**src/rtl/rcu_pkg.sv**
```systemverilog
// package with request/result types, codes and helpers for the reorder buffer commit unit
`timescale 1ns / 1ps

package rcu_pkg;

    localparam logic [3:0] STATION_NONE     = 4'hF;
    localparam logic [3:0] STATION_MAX      = 4'hA;
    localparam int         NUM_STATIONS     = 11;
    localparam logic [7:0] OP_HALT          = 8'h4C;
    localparam logic [2:0] KIND_LAST_RESULT = 3'h4;
    localparam logic [2:0] KIND_STORE       = 3'h5;
    localparam logic [2:0] KIND_BRANCH      = 3'h6;
    localparam logic [2:0] KIND_FLAGS       = 3'h7;

    localparam logic [1:0] EVENT_NONE       = 2'd0;
    localparam logic [1:0] EVENT_MISPREDICT = 2'd1;
    localparam logic [1:0] EVENT_EXCEPTION  = 2'd2;
    localparam logic [1:0] EVENT_HALT       = 2'd3;

    localparam int WE_REG   = 0;
    localparam int WE_FLAGS = 1;
    localparam int WE_STORE = 2;

    localparam int ST_STORE_READY = 0;
    localparam int ST_STORE_DONE  = 1;
    localparam int ST_MISPREDICT  = 2;

    localparam int FLAGS_VALID_BIT = 4;

    typedef struct packed {
        logic        head_valid;
        logic [4:0]  head_index;
        logic [3:0]  source_station;
        logic [7:0]  head_op;
        logic [7:0]  exception_in;
        logic [2:0]  kind;
        logic [3:0]  dest_reg;
        logic [31:0] data_value;
        logic [4:0]  flags_entry;
        logic [2:0]  status_bits;
        logic [31:0] head_pc;
        logic [31:0] target_address;
    } commit_in_t;

    typedef struct packed {
        logic        pop_res;
        logic [4:0]  commit_index;
        logic [2:0]  write_enables;
        logic [3:0]  reg_addr;
        logic [31:0] write_data;
        logic [3:0]  flags_value;
        logic [7:0]  store_op;
        logic [31:0] address_out;
        logic [1:0]  event_code;
        logic [7:0]  exception_out;
        logic [10:0] free_mask;
    } commit_out_t;

    function automatic logic [NUM_STATIONS-1:0] station_mask(input logic [3:0] station);
        logic [NUM_STATIONS-1:0] mask;
        begin
            mask = '0;
            if (station <= STATION_MAX)
            begin
                mask[station] = 1'b1;
            end
            return mask;
        end
    endfunction

endpackage

```
**src/rtl/rcu_in_stage.sv**
```systemverilog
// input register stage holding one head request
`timescale 1ns / 1ps

module rcu_in_stage (
    input  logic                clk,
    input  logic                rst_n,
    input  logic                in_valid,
    output logic                in_ready,
    input  rcu_pkg::commit_in_t in_data,
    input  logic                advance,
    output logic                stage_valid,
    output rcu_pkg::commit_in_t stage_data
);

    logic                valid_reg;
    logic                valid_next;
    rcu_pkg::commit_in_t data_reg;

    assign in_ready    = !valid_reg || advance;
    assign valid_next  = in_ready ? in_valid : valid_reg;
    assign stage_valid = valid_reg;
    assign stage_data  = data_reg;

    always_ff @(posedge clk or negedge rst_n)
    begin
        if (!rst_n)
        begin
            valid_reg <= 1'b0;
        end
        else
        begin
            valid_reg <= valid_next;
        end
    end

    always_ff @(posedge clk)
    begin
        if (in_valid && in_ready)
        begin
            data_reg <= in_data;
        end
    end

endmodule

```
**src/rtl/rcu_commit.sv**
```systemverilog
// retirement decision logic and store handshake flags
`timescale 1ns / 1ps

module rcu_commit (
    input  logic                 clk,
    input  logic                 rst_n,
    input  logic                 take,
    input  rcu_pkg::commit_in_t  head,
    output rcu_pkg::commit_out_t result
);

    logic store_in_progress_reg;
    logic store_in_progress_next;
    logic store_finished_reg;
    logic store_finished_next;
    logic store_req;

    always_comb
    begin
        result    = '0;
        store_req = 1'b0;
        if (head.head_valid)
        begin
            if (head.source_station == rcu_pkg::STATION_NONE)
            begin
                result.pop_res = 1'b1;
                if (head.head_op == rcu_pkg::OP_HALT)
                begin
                    result.event_code = rcu_pkg::EVENT_HALT;
                end
            end
            else if (head.exception_in != 8'd0)
            begin
                result.pop_res       = 1'b1;
                result.event_code    = rcu_pkg::EVENT_EXCEPTION;
                result.exception_out = head.exception_in;
                result.address_out   = head.head_pc;
                result.free_mask     = rcu_pkg::station_mask(head.source_station);
            end
            else if (head.kind <= rcu_pkg::KIND_LAST_RESULT || head.kind == rcu_pkg::KIND_FLAGS)
            begin
                if (head.kind <= rcu_pkg::KIND_LAST_RESULT
                    && head.dest_reg != rcu_pkg::STATION_NONE)
                begin
                    result.write_enables[rcu_pkg::WE_REG] = 1'b1;
                    result.reg_addr   = head.dest_reg;
                    result.write_data = head.data_value;
                end
                if (head.flags_entry[rcu_pkg::FLAGS_VALID_BIT])
                begin
                    result.write_enables[rcu_pkg::WE_FLAGS] = 1'b1;
                    result.flags_value = head.flags_entry[3:0];
                end
                result.pop_res   = 1'b1;
                result.free_mask = rcu_pkg::station_mask(head.source_station);
            end
            else if (head.kind == rcu_pkg::KIND_STORE)
            begin
                if (head.status_bits[rcu_pkg::ST_STORE_READY])
                begin
                    if (!store_in_progress_reg && !store_finished_reg)
                    begin
                        store_req = 1'b1;
                        result.write_enables[rcu_pkg::WE_STORE] = 1'b1;
                        result.address_out = head.target_address;
                        result.write_data  = head.data_value;
                        result.store_op    = head.head_op;
                    end
                    if (store_finished_reg)
                    begin
                        result.pop_res   = 1'b1;
                        result.free_mask = rcu_pkg::station_mask(head.source_station);
                    end
                end
            end
            else
            begin
                // branch
                if (head.status_bits[rcu_pkg::ST_MISPREDICT])
                begin
                    result.event_code  = rcu_pkg::EVENT_MISPREDICT;
                    result.address_out = head.target_address;
                end
                result.pop_res   = 1'b1;
                result.free_mask = rcu_pkg::station_mask(head.source_station);
            end
        end
        if (result.pop_res)
        begin
            result.commit_index = head.head_index;
        end
    end

    always_comb
    begin
        store_in_progress_next = store_in_progress_reg;
        store_finished_next    = store_finished_reg;
        if (result.event_code == rcu_pkg::EVENT_MISPREDICT
            || result.event_code == rcu_pkg::EVENT_EXCEPTION)
        begin
            store_in_progress_next = 1'b0;
            store_finished_next    = 1'b0;
        end
        else if (store_finished_reg && result.pop_res)
        begin
            store_in_progress_next = 1'b0;
            store_finished_next    = 1'b0;
        end
        else
        begin
            if (head.status_bits[rcu_pkg::ST_STORE_DONE] && store_in_progress_reg
                && !store_finished_reg)
            begin
                store_finished_next = 1'b1;
            end
            if (store_req)
            begin
                store_in_progress_next = 1'b1;
            end
        end
    end

    always_ff @(posedge clk or negedge rst_n)
    begin
        if (!rst_n)
        begin
            store_in_progress_reg <= 1'b0;
            store_finished_reg    <= 1'b0;
        end
        else if (take)
        begin
            store_in_progress_reg <= store_in_progress_next;
            store_finished_reg    <= store_finished_next;
        end
    end

endmodule

```
**src/rtl/rcu_out_stage.sv**
```systemverilog
// result register stage feeding the output channel
`timescale 1ns / 1ps

module rcu_out_stage (
    input  logic                 clk,
    input  logic                 rst_n,
    input  logic                 stage_valid,
    input  rcu_pkg::commit_out_t stage_result,
    output logic                 advance,
    output logic                 out_valid,
    input  logic                 out_ready,
    output rcu_pkg::commit_out_t out_data
);

    logic                 valid_reg;
    logic                 valid_next;
    rcu_pkg::commit_out_t data_reg;

    assign advance    = !valid_reg || out_ready;
    assign valid_next = advance ? stage_valid : valid_reg;
    assign out_valid  = valid_reg;
    assign out_data   = data_reg;

    always_ff @(posedge clk or negedge rst_n)
    begin
        if (!rst_n)
        begin
            valid_reg <= 1'b0;
        end
        else
        begin
            valid_reg <= valid_next;
        end
    end

    always_ff @(posedge clk)
    begin
        if (advance && stage_valid)
        begin
            data_reg <= stage_result;
        end
    end

endmodule

```
**src/rtl/rob_commit_unit_top.sv**
```systemverilog
// top level of the reorder buffer commit unit
//
//   channel   signals                      direction  content
//   in        in_valid in_ready in_data    into unit  view of the reorder buffer head
//   out       out_valid out_ready out_data out of unit one retirement result per request
//
// one request per cycle unless out stalls; each request is held in the input register
// the decision is a single combinational decode between the input and result registers
// reset clears both store flags and all valid bits
// a stall on out holds the result register and backs up into the input register
`timescale 1ns / 1ps

module rob_commit_unit_top (
    input  logic                 clk,
    input  logic                 rst_n,
    input  logic                 in_valid,
    output logic                 in_ready,
    input  rcu_pkg::commit_in_t  in_data,
    output logic                 out_valid,
    input  logic                 out_ready,
    output rcu_pkg::commit_out_t out_data
);

    logic                 advance;
    logic                 stage_valid;
    rcu_pkg::commit_in_t  stage_data;
    rcu_pkg::commit_out_t stage_result;

    rcu_in_stage u_in_stage (
        .clk         (clk),
        .rst_n       (rst_n),
        .in_valid    (in_valid),
        .in_ready    (in_ready),
        .in_data     (in_data),
        .advance     (advance),
        .stage_valid (stage_valid),
        .stage_data  (stage_data)
    );

    rcu_commit u_commit (
        .clk    (clk),
        .rst_n  (rst_n),
        .take   (stage_valid && advance),
        .head   (stage_data),
        .result (stage_result)
    );

    rcu_out_stage u_out_stage (
        .clk          (clk),
        .rst_n        (rst_n),
        .stage_valid  (stage_valid),
        .stage_result (stage_result),
        .advance      (advance),
        .out_valid    (out_valid),
        .out_ready    (out_ready),
        .out_data     (out_data)
    );

endmodule
```
**config.mk**
```make
export PLATFORM = sky130hd
export DESIGN_NAME = rob_commit_unit_top
export DESIGN_NICKNAME = d
export VERILOG_FILES = /design/src/rtl/rcu_pkg.sv /design/src/rtl/rcu_in_stage.sv /design/src/rtl/rcu_commit.sv /design/src/rtl/rcu_out_stage.sv /design/src/rtl/rob_commit_unit_top.sv
export SDC_FILE = /design/constraint.sdc
export NUM_CORES = 1
export LEC_CHECK = 0
export ABC_CLOCK_PERIOD_IN_PS = 11400
export BUFFER_PORTS_ARGS = -buffer_cell sky130_fd_sc_hd__buf_2
export CORE_ASPECT_RATIO = 0.5
export CORE_UTILIZATION = 55
export CTS_CLUSTER_DIAMETER = 80
export DETAILED_ROUTE_END_ITERATION = 8
export HOLD_SLACK_MARGIN = 0.12
export PLACE_DENSITY_LB_ADDON = 0.08
export SLEW_MARGIN = 20
export SYNTH_ARGS = -nofsm -noshare
export SYNTH_HDL_FRONTEND = slang
export SYNTH_SLANG_ARGS = --single-unit
```
**constraint.sdc**
```tcl
create_clock -name clk -period 11.4 [get_ports clk]
set_input_delay 1.14 -clock clk [delete_from_list [all_inputs] [get_ports clk]]
set_output_delay 1.14 -clock clk [all_outputs]
set_load 0.02 [all_outputs]
```
## Word level (Yosys, flattened, before mapping)

Index checks and enable logic that the tools add are counted.

| word-level totals | value |
|---|---|
| register bits after elaboration | 251 |
| memories | 0 |
| RAM bits | 0 |
| input port bits | 141 |
| ROM bits | 0 |
| word-level logic and storage cells | 122 |
| bits in latches | 0 |
| output and inout port bits | 112 |

| operators by class | value |
|---|---|
| eq/ne operators | 7 |
| reductions and logical operators | 28 |
| divide/modulo/power cells | 0 |
| $mul | 0 |
| $add $sub $neg | 0 |
| shifts and indexed selects | 0 |
| bitwise operators | 8 |
| order comparisons | 4 |
| multiplexer cells | 47 |

Operators by type and width:

| kind | count |
|---|---|
| $mux W32 | 5 |
| $mux W40 | 2 |
| $mux W34 | 2 |
| $mux W11 | 6 |
| $mux W42 | 1 |
| $mux W37 | 1 |
| $mux W1 | 22 |
| $mux W21 | 1 |
| $mux W19 | 1 |
| $mux W8 | 2 |
| $reduce_or A5 Y1 | 2 |
| $eq A8 B7 Y1 const B | 1 |
| $logic_and A1 B1 Y1 | 8 |
| $not A1 Y1 | 8 |
| $reduce_bool A8 Y1 | 1 |
| $reduce_or A7 Y1 | 1 |
| $eq A3 B3 Y1 const B | 2 |
| $mux W2 | 3 |
| $reduce_bool A3 Y1 | 2 |
| $reduce_or A3 Y1 | 2 |
| $lt A4 B5 Y1 const B | 1 |
| $demux W1 S4 | 1 |
| $eq A4 B4 Y1 const B | 1 |
| $ge A4 B1 Y1 const B | 1 |
| 10 further kinds | 17 |

## Logic depth before layout (Yosys ltp)

| logic depth | value |
|---|---|
| word-level depth | 16 |
| gate-level depth with buffers | 6 |
| gate-level depth less buffers | 5 |

## Cells and area by module

Synthesis repeated with hierarchy kept, for this count alone.

| unflattened totals | value |
|---|---|
| cell total of the unflattened synthesis | 467 |
| area, all modules | 8881.0 sq um |

By module, submodules not included:

| module | times used | seq. area each (sq um) | area each (sq um) | cells each |
|---|---|---|---|---|
| rcu_in_stage | 1 | 4139.0 | 4167.7 | 141 |
| rcu_out_stage | 1 | 3328.2 | 3357.0 | 114 |
| rcu_commit | 1 | 50.0 | 1350.0 | 211 |
| rob_commit_unit_top | 1 | 0.0 | 6.3 | 1 |

## Worst setup path before layout

No wires, ideal clock.

| timing | value |
|---|---|
| kind | input to register |
| from | in out_ready |
| to | reg u_in_stage.data_reg, in the netlist u_in_stage.stage_data[0], enable pin |
| required time | 10888 ps |
| setup slack | 6304 ps |
| path buffers | 0 |
| arrival time | 4584 ps |
| stages | 2 |
| setup time | 512 ps |
| path through | nand3b_1 -> and2_1 |

| between the ends | value |
|---|---|
| cells in the longest elaborated chain, start to end | 3 |

Ends and longest elaborated chain:

| what | RTL line | text |
|---|---|---|
| from (decl) | rob_commit_unit_top.sv:20 | `input logic out_ready,` |
| $logic_or A1 B1 Y1 | rcu_out_stage.sv:19 | `assign advance = !valid_reg \|\| out_ready;` |
| $logic_or A1 B1 Y1 | rcu_in_stage.sv:19 | `assign in_ready = !valid_reg \|\| advance;` |
| $logic_and A1 B1 Y1 | rcu_in_stage.sv:38 | `if (in_valid && in_ready)` |
| to (signal assigned) | rcu_in_stage.sv:40 | `data_reg <= in_data;` |
| to (decl) | rcu_in_stage.sv:17 | `rcu_pkg::commit_in_t data_reg;` |

No other way between the ends.
A chain may end at the register's enable or synchronous reset.

## Worst setup path after layout

| timing | value |
|---|---|
| from | in out_ready |
| to | reg u_in_stage.data_reg, in the netlist u_in_stage.stage_data[55], enable pin |

The elaborated chain is that of the path after synthesis.

==> results.cfg <==
[status]
run_status = complete, no violations

[die]
die_w_microns = 180
ios = 253
fp.dieH_microns = 91.2
coreArea_sq_um = 15500
start_util_pct = 56.6
rows = 32
die_area_sq_um = 16400

[yosys]
synth.distinct_cells = 39
muxShareOfSynthArea_pct = 0
synth_area_leader_cell = edfxtp_1
synthAdderAreaFrac_pct = 0
synthCells = 427
syn_nets = 568
synth_area_sq_um = 8740
yosys.area_share.simple_pct = 8.00
netlist.area_leader.share_pct = 84.8
synth_top_family_by_area = simple AND/OR/NAND/NOR gates
synth_warnings = 0
ys_seq_area_share_pct = 86.0
ys_ff_latch = 251
synth_compound_area_share_pct = 4.61
synthTopCellsByArea = edfxtp_1 (85%), and2_1 (4.1%), a22o_1 (3.2%), dfrtp_1 (1.1%), buf_6 (0.77%)
avgSynthCellArea_sq_um = 20.5
synth_xor_xnor_area_share_pct = 0.100

[layout]
drive_above_1_share_pct = 42.1
multi_input_area_sq_um = 1120
stdcell_count = 916
layout_common_cells = buf_2 (252), edfxtp_1 (247), and2_1 (56)
largest_register_ffs = 137
syn_to_final_growth_pct = 25.1
utilization_pct = 70.8
fill_cells = 1042
final_common_cell = buf_2
num-nets-final = 835
design_area_sq_um = 10900
regArea_sq_um = 7520

[global_routing]
grt_usage_pct = 18.7
first_global_vias = 4451
grt_max_degree = 86
grt_pass1_wl_microns = 23200
grt-ovfl-total = 0
antenna_found_initial = 2

[clock_tree]
cts_resized = 0
cts.sinks = 251
clk-insertion-delay-late_ns = 0.49
htree_levels = 1
holdBufCountCts = 0
numCtsBuffers = 22
clk_path_buf_depth = 3
clkTransAtPathRegs_ns = 0.06
cts_tree = done
postCtsSetupBuffers = 0
cts_root_buf = clkbuf_16

[sta]
max_freq_mhz = 352
fin_crit_ns = 2.84
slew_headroom_pct = 36.7
rsz0062_at_grt = no
worst_slew_pin_slew_ns = 0.950
setup_viol = 0
hold_violations = 0
finalSetupTns_ns = 0
clock-skew-final_ns = 0.0122
timing.final.crit_share_pct = 24.9
setup_ws_ns = 8.56
holdWs_ns = 0.444
maxSlewViolCount = 0

[placement]
dpl.cell_count = 873
gp_congestion = 0.751
place_ws_ns = 8.01
portBuffers = 252
dpl.hpwl_microns = 10500
postPlaceCellArea_sq_um = 10200

[detailed_routing]
firstDrtPassIters = 4
post_drt_wl_per_cell_microns = 17.0
ant_nets = 0
drc_errors = 0
vias_per_cell = 5.03
num_vias = 4608
drt_iter0_drc = 202
drt_wl_total_microns = 15600

[setup_path]
worst_ep_required_time_ns = 11.51
cp.arrival_ns = 2.95
crit_type = primary input to flip-flop
end_kind = flip-flop
start_kind = primary input
cp_max_fo = 78

[flow_run]
maxCapViolations = 0

[power]
p_leak_nw = 4.32
power.density_nw_per_um2 = 180
power_mw = 1.97
peakVddDrop_mv = 0.108

[worst_hold_path]
hp-class = primary input to async pin
==> area by class of cell <==
type	instances	area share, %
sequential	251	68.7
timing repair buffer	257	12.1
multi-input combinational	159	10.2
clock buffer	32	5.93
tap	204	2.33
clock inverter	8	0.560
inverter	3	0.126
antenna	2	0.0457
==> Yosys cell counts <==
master    number
or2_0          1
nor3_1         1
nand3_2        1
a31oi_1        1
inv_1          3
edfxtp_1     247
o21ba_1        1
xor2_1         1
nand4_1        3
o21ai_0        1
a22o_1        32
nor4_4         2
nand3_1        5
and3_1         8
nor4_1         1
nand3b_1       3
a32o_1         1
buf_2          5
and3b_1        1
o21a_1         1
nand4b_1       1
o211ai_1       1
dfrtp_1        4
a211oi_2       1
nand2b_4       1
buf_6          6
a21oi_1        2
and2_1        57
a21oi_2        1
o21ai_1        1
or4b_1         1
or3b_2         1
and4_1         1
a311o_1        2
a211oi_4       1
nand2_1        6
nor2_1        15
nand2b_1       3
clkbuf_1       3
==> final timing paths <==
kind | to | from | slack, ns | depth (start not counted)
hold reg to reg | u_out_stage.out_data[67]$_SDFFCE_PP0P_ | u_in_stage.stage_data[74]$_DFFE_PP_ | 0.52 | 1
min in group clk | u_out_stage.out_data[67]$_SDFFCE_PP0P_ | u_in_stage.stage_data[74]$_DFFE_PP_ | 0.52 | 1
setup reg to reg | u_in_stage.stage_data[55]$_DFFE_PP_ | u_in_stage.stage_valid$_DFFE_PN0N_ | 8.89 | 3
setup / recovery | u_in_stage.stage_data[55]$_DFFE_PP_ | out_ready | 8.56 | 4
hold / removal | u_out_stage.out_valid$_DFFE_PN0P_ | rst_n | 0.44 | 1
max in group asynchronous | u_commit.store_in_progress_reg$_DFFE_PN0P_ | rst_n | 10.83 | 1
==> logic make-up after synthesis <==
logic type	count (synthesis)
flops	251
simple gates	112
compound gates	46
xor+xnor	1
buf+inv	17
==> routing by layer <==
metal	vias up	GRT usage, %	part of all wire [%]
met5	-	0	0
li1	2204	-	-
met4	0	4.63	1.4
met1	2222	24.4	42
met3	20	6.50	8.2
met2	162	30.6	48
==> worst max-delay path, stage by stage <==
cell and delay [ns]:
buf_2 0.08, nand3b_1 0.14, and2_4 0.66, buf_4 0.84
==> where the power goes <==
group | switching (mW) | internal, mW | total (mW)
combinational | 0.0938 | 0.0489 | 0.143
sequential | 0.0179 | 1.09 | 1.10
clock | 0.304 | 0.418 | 0.722
(Power assumes the default switching activity.)
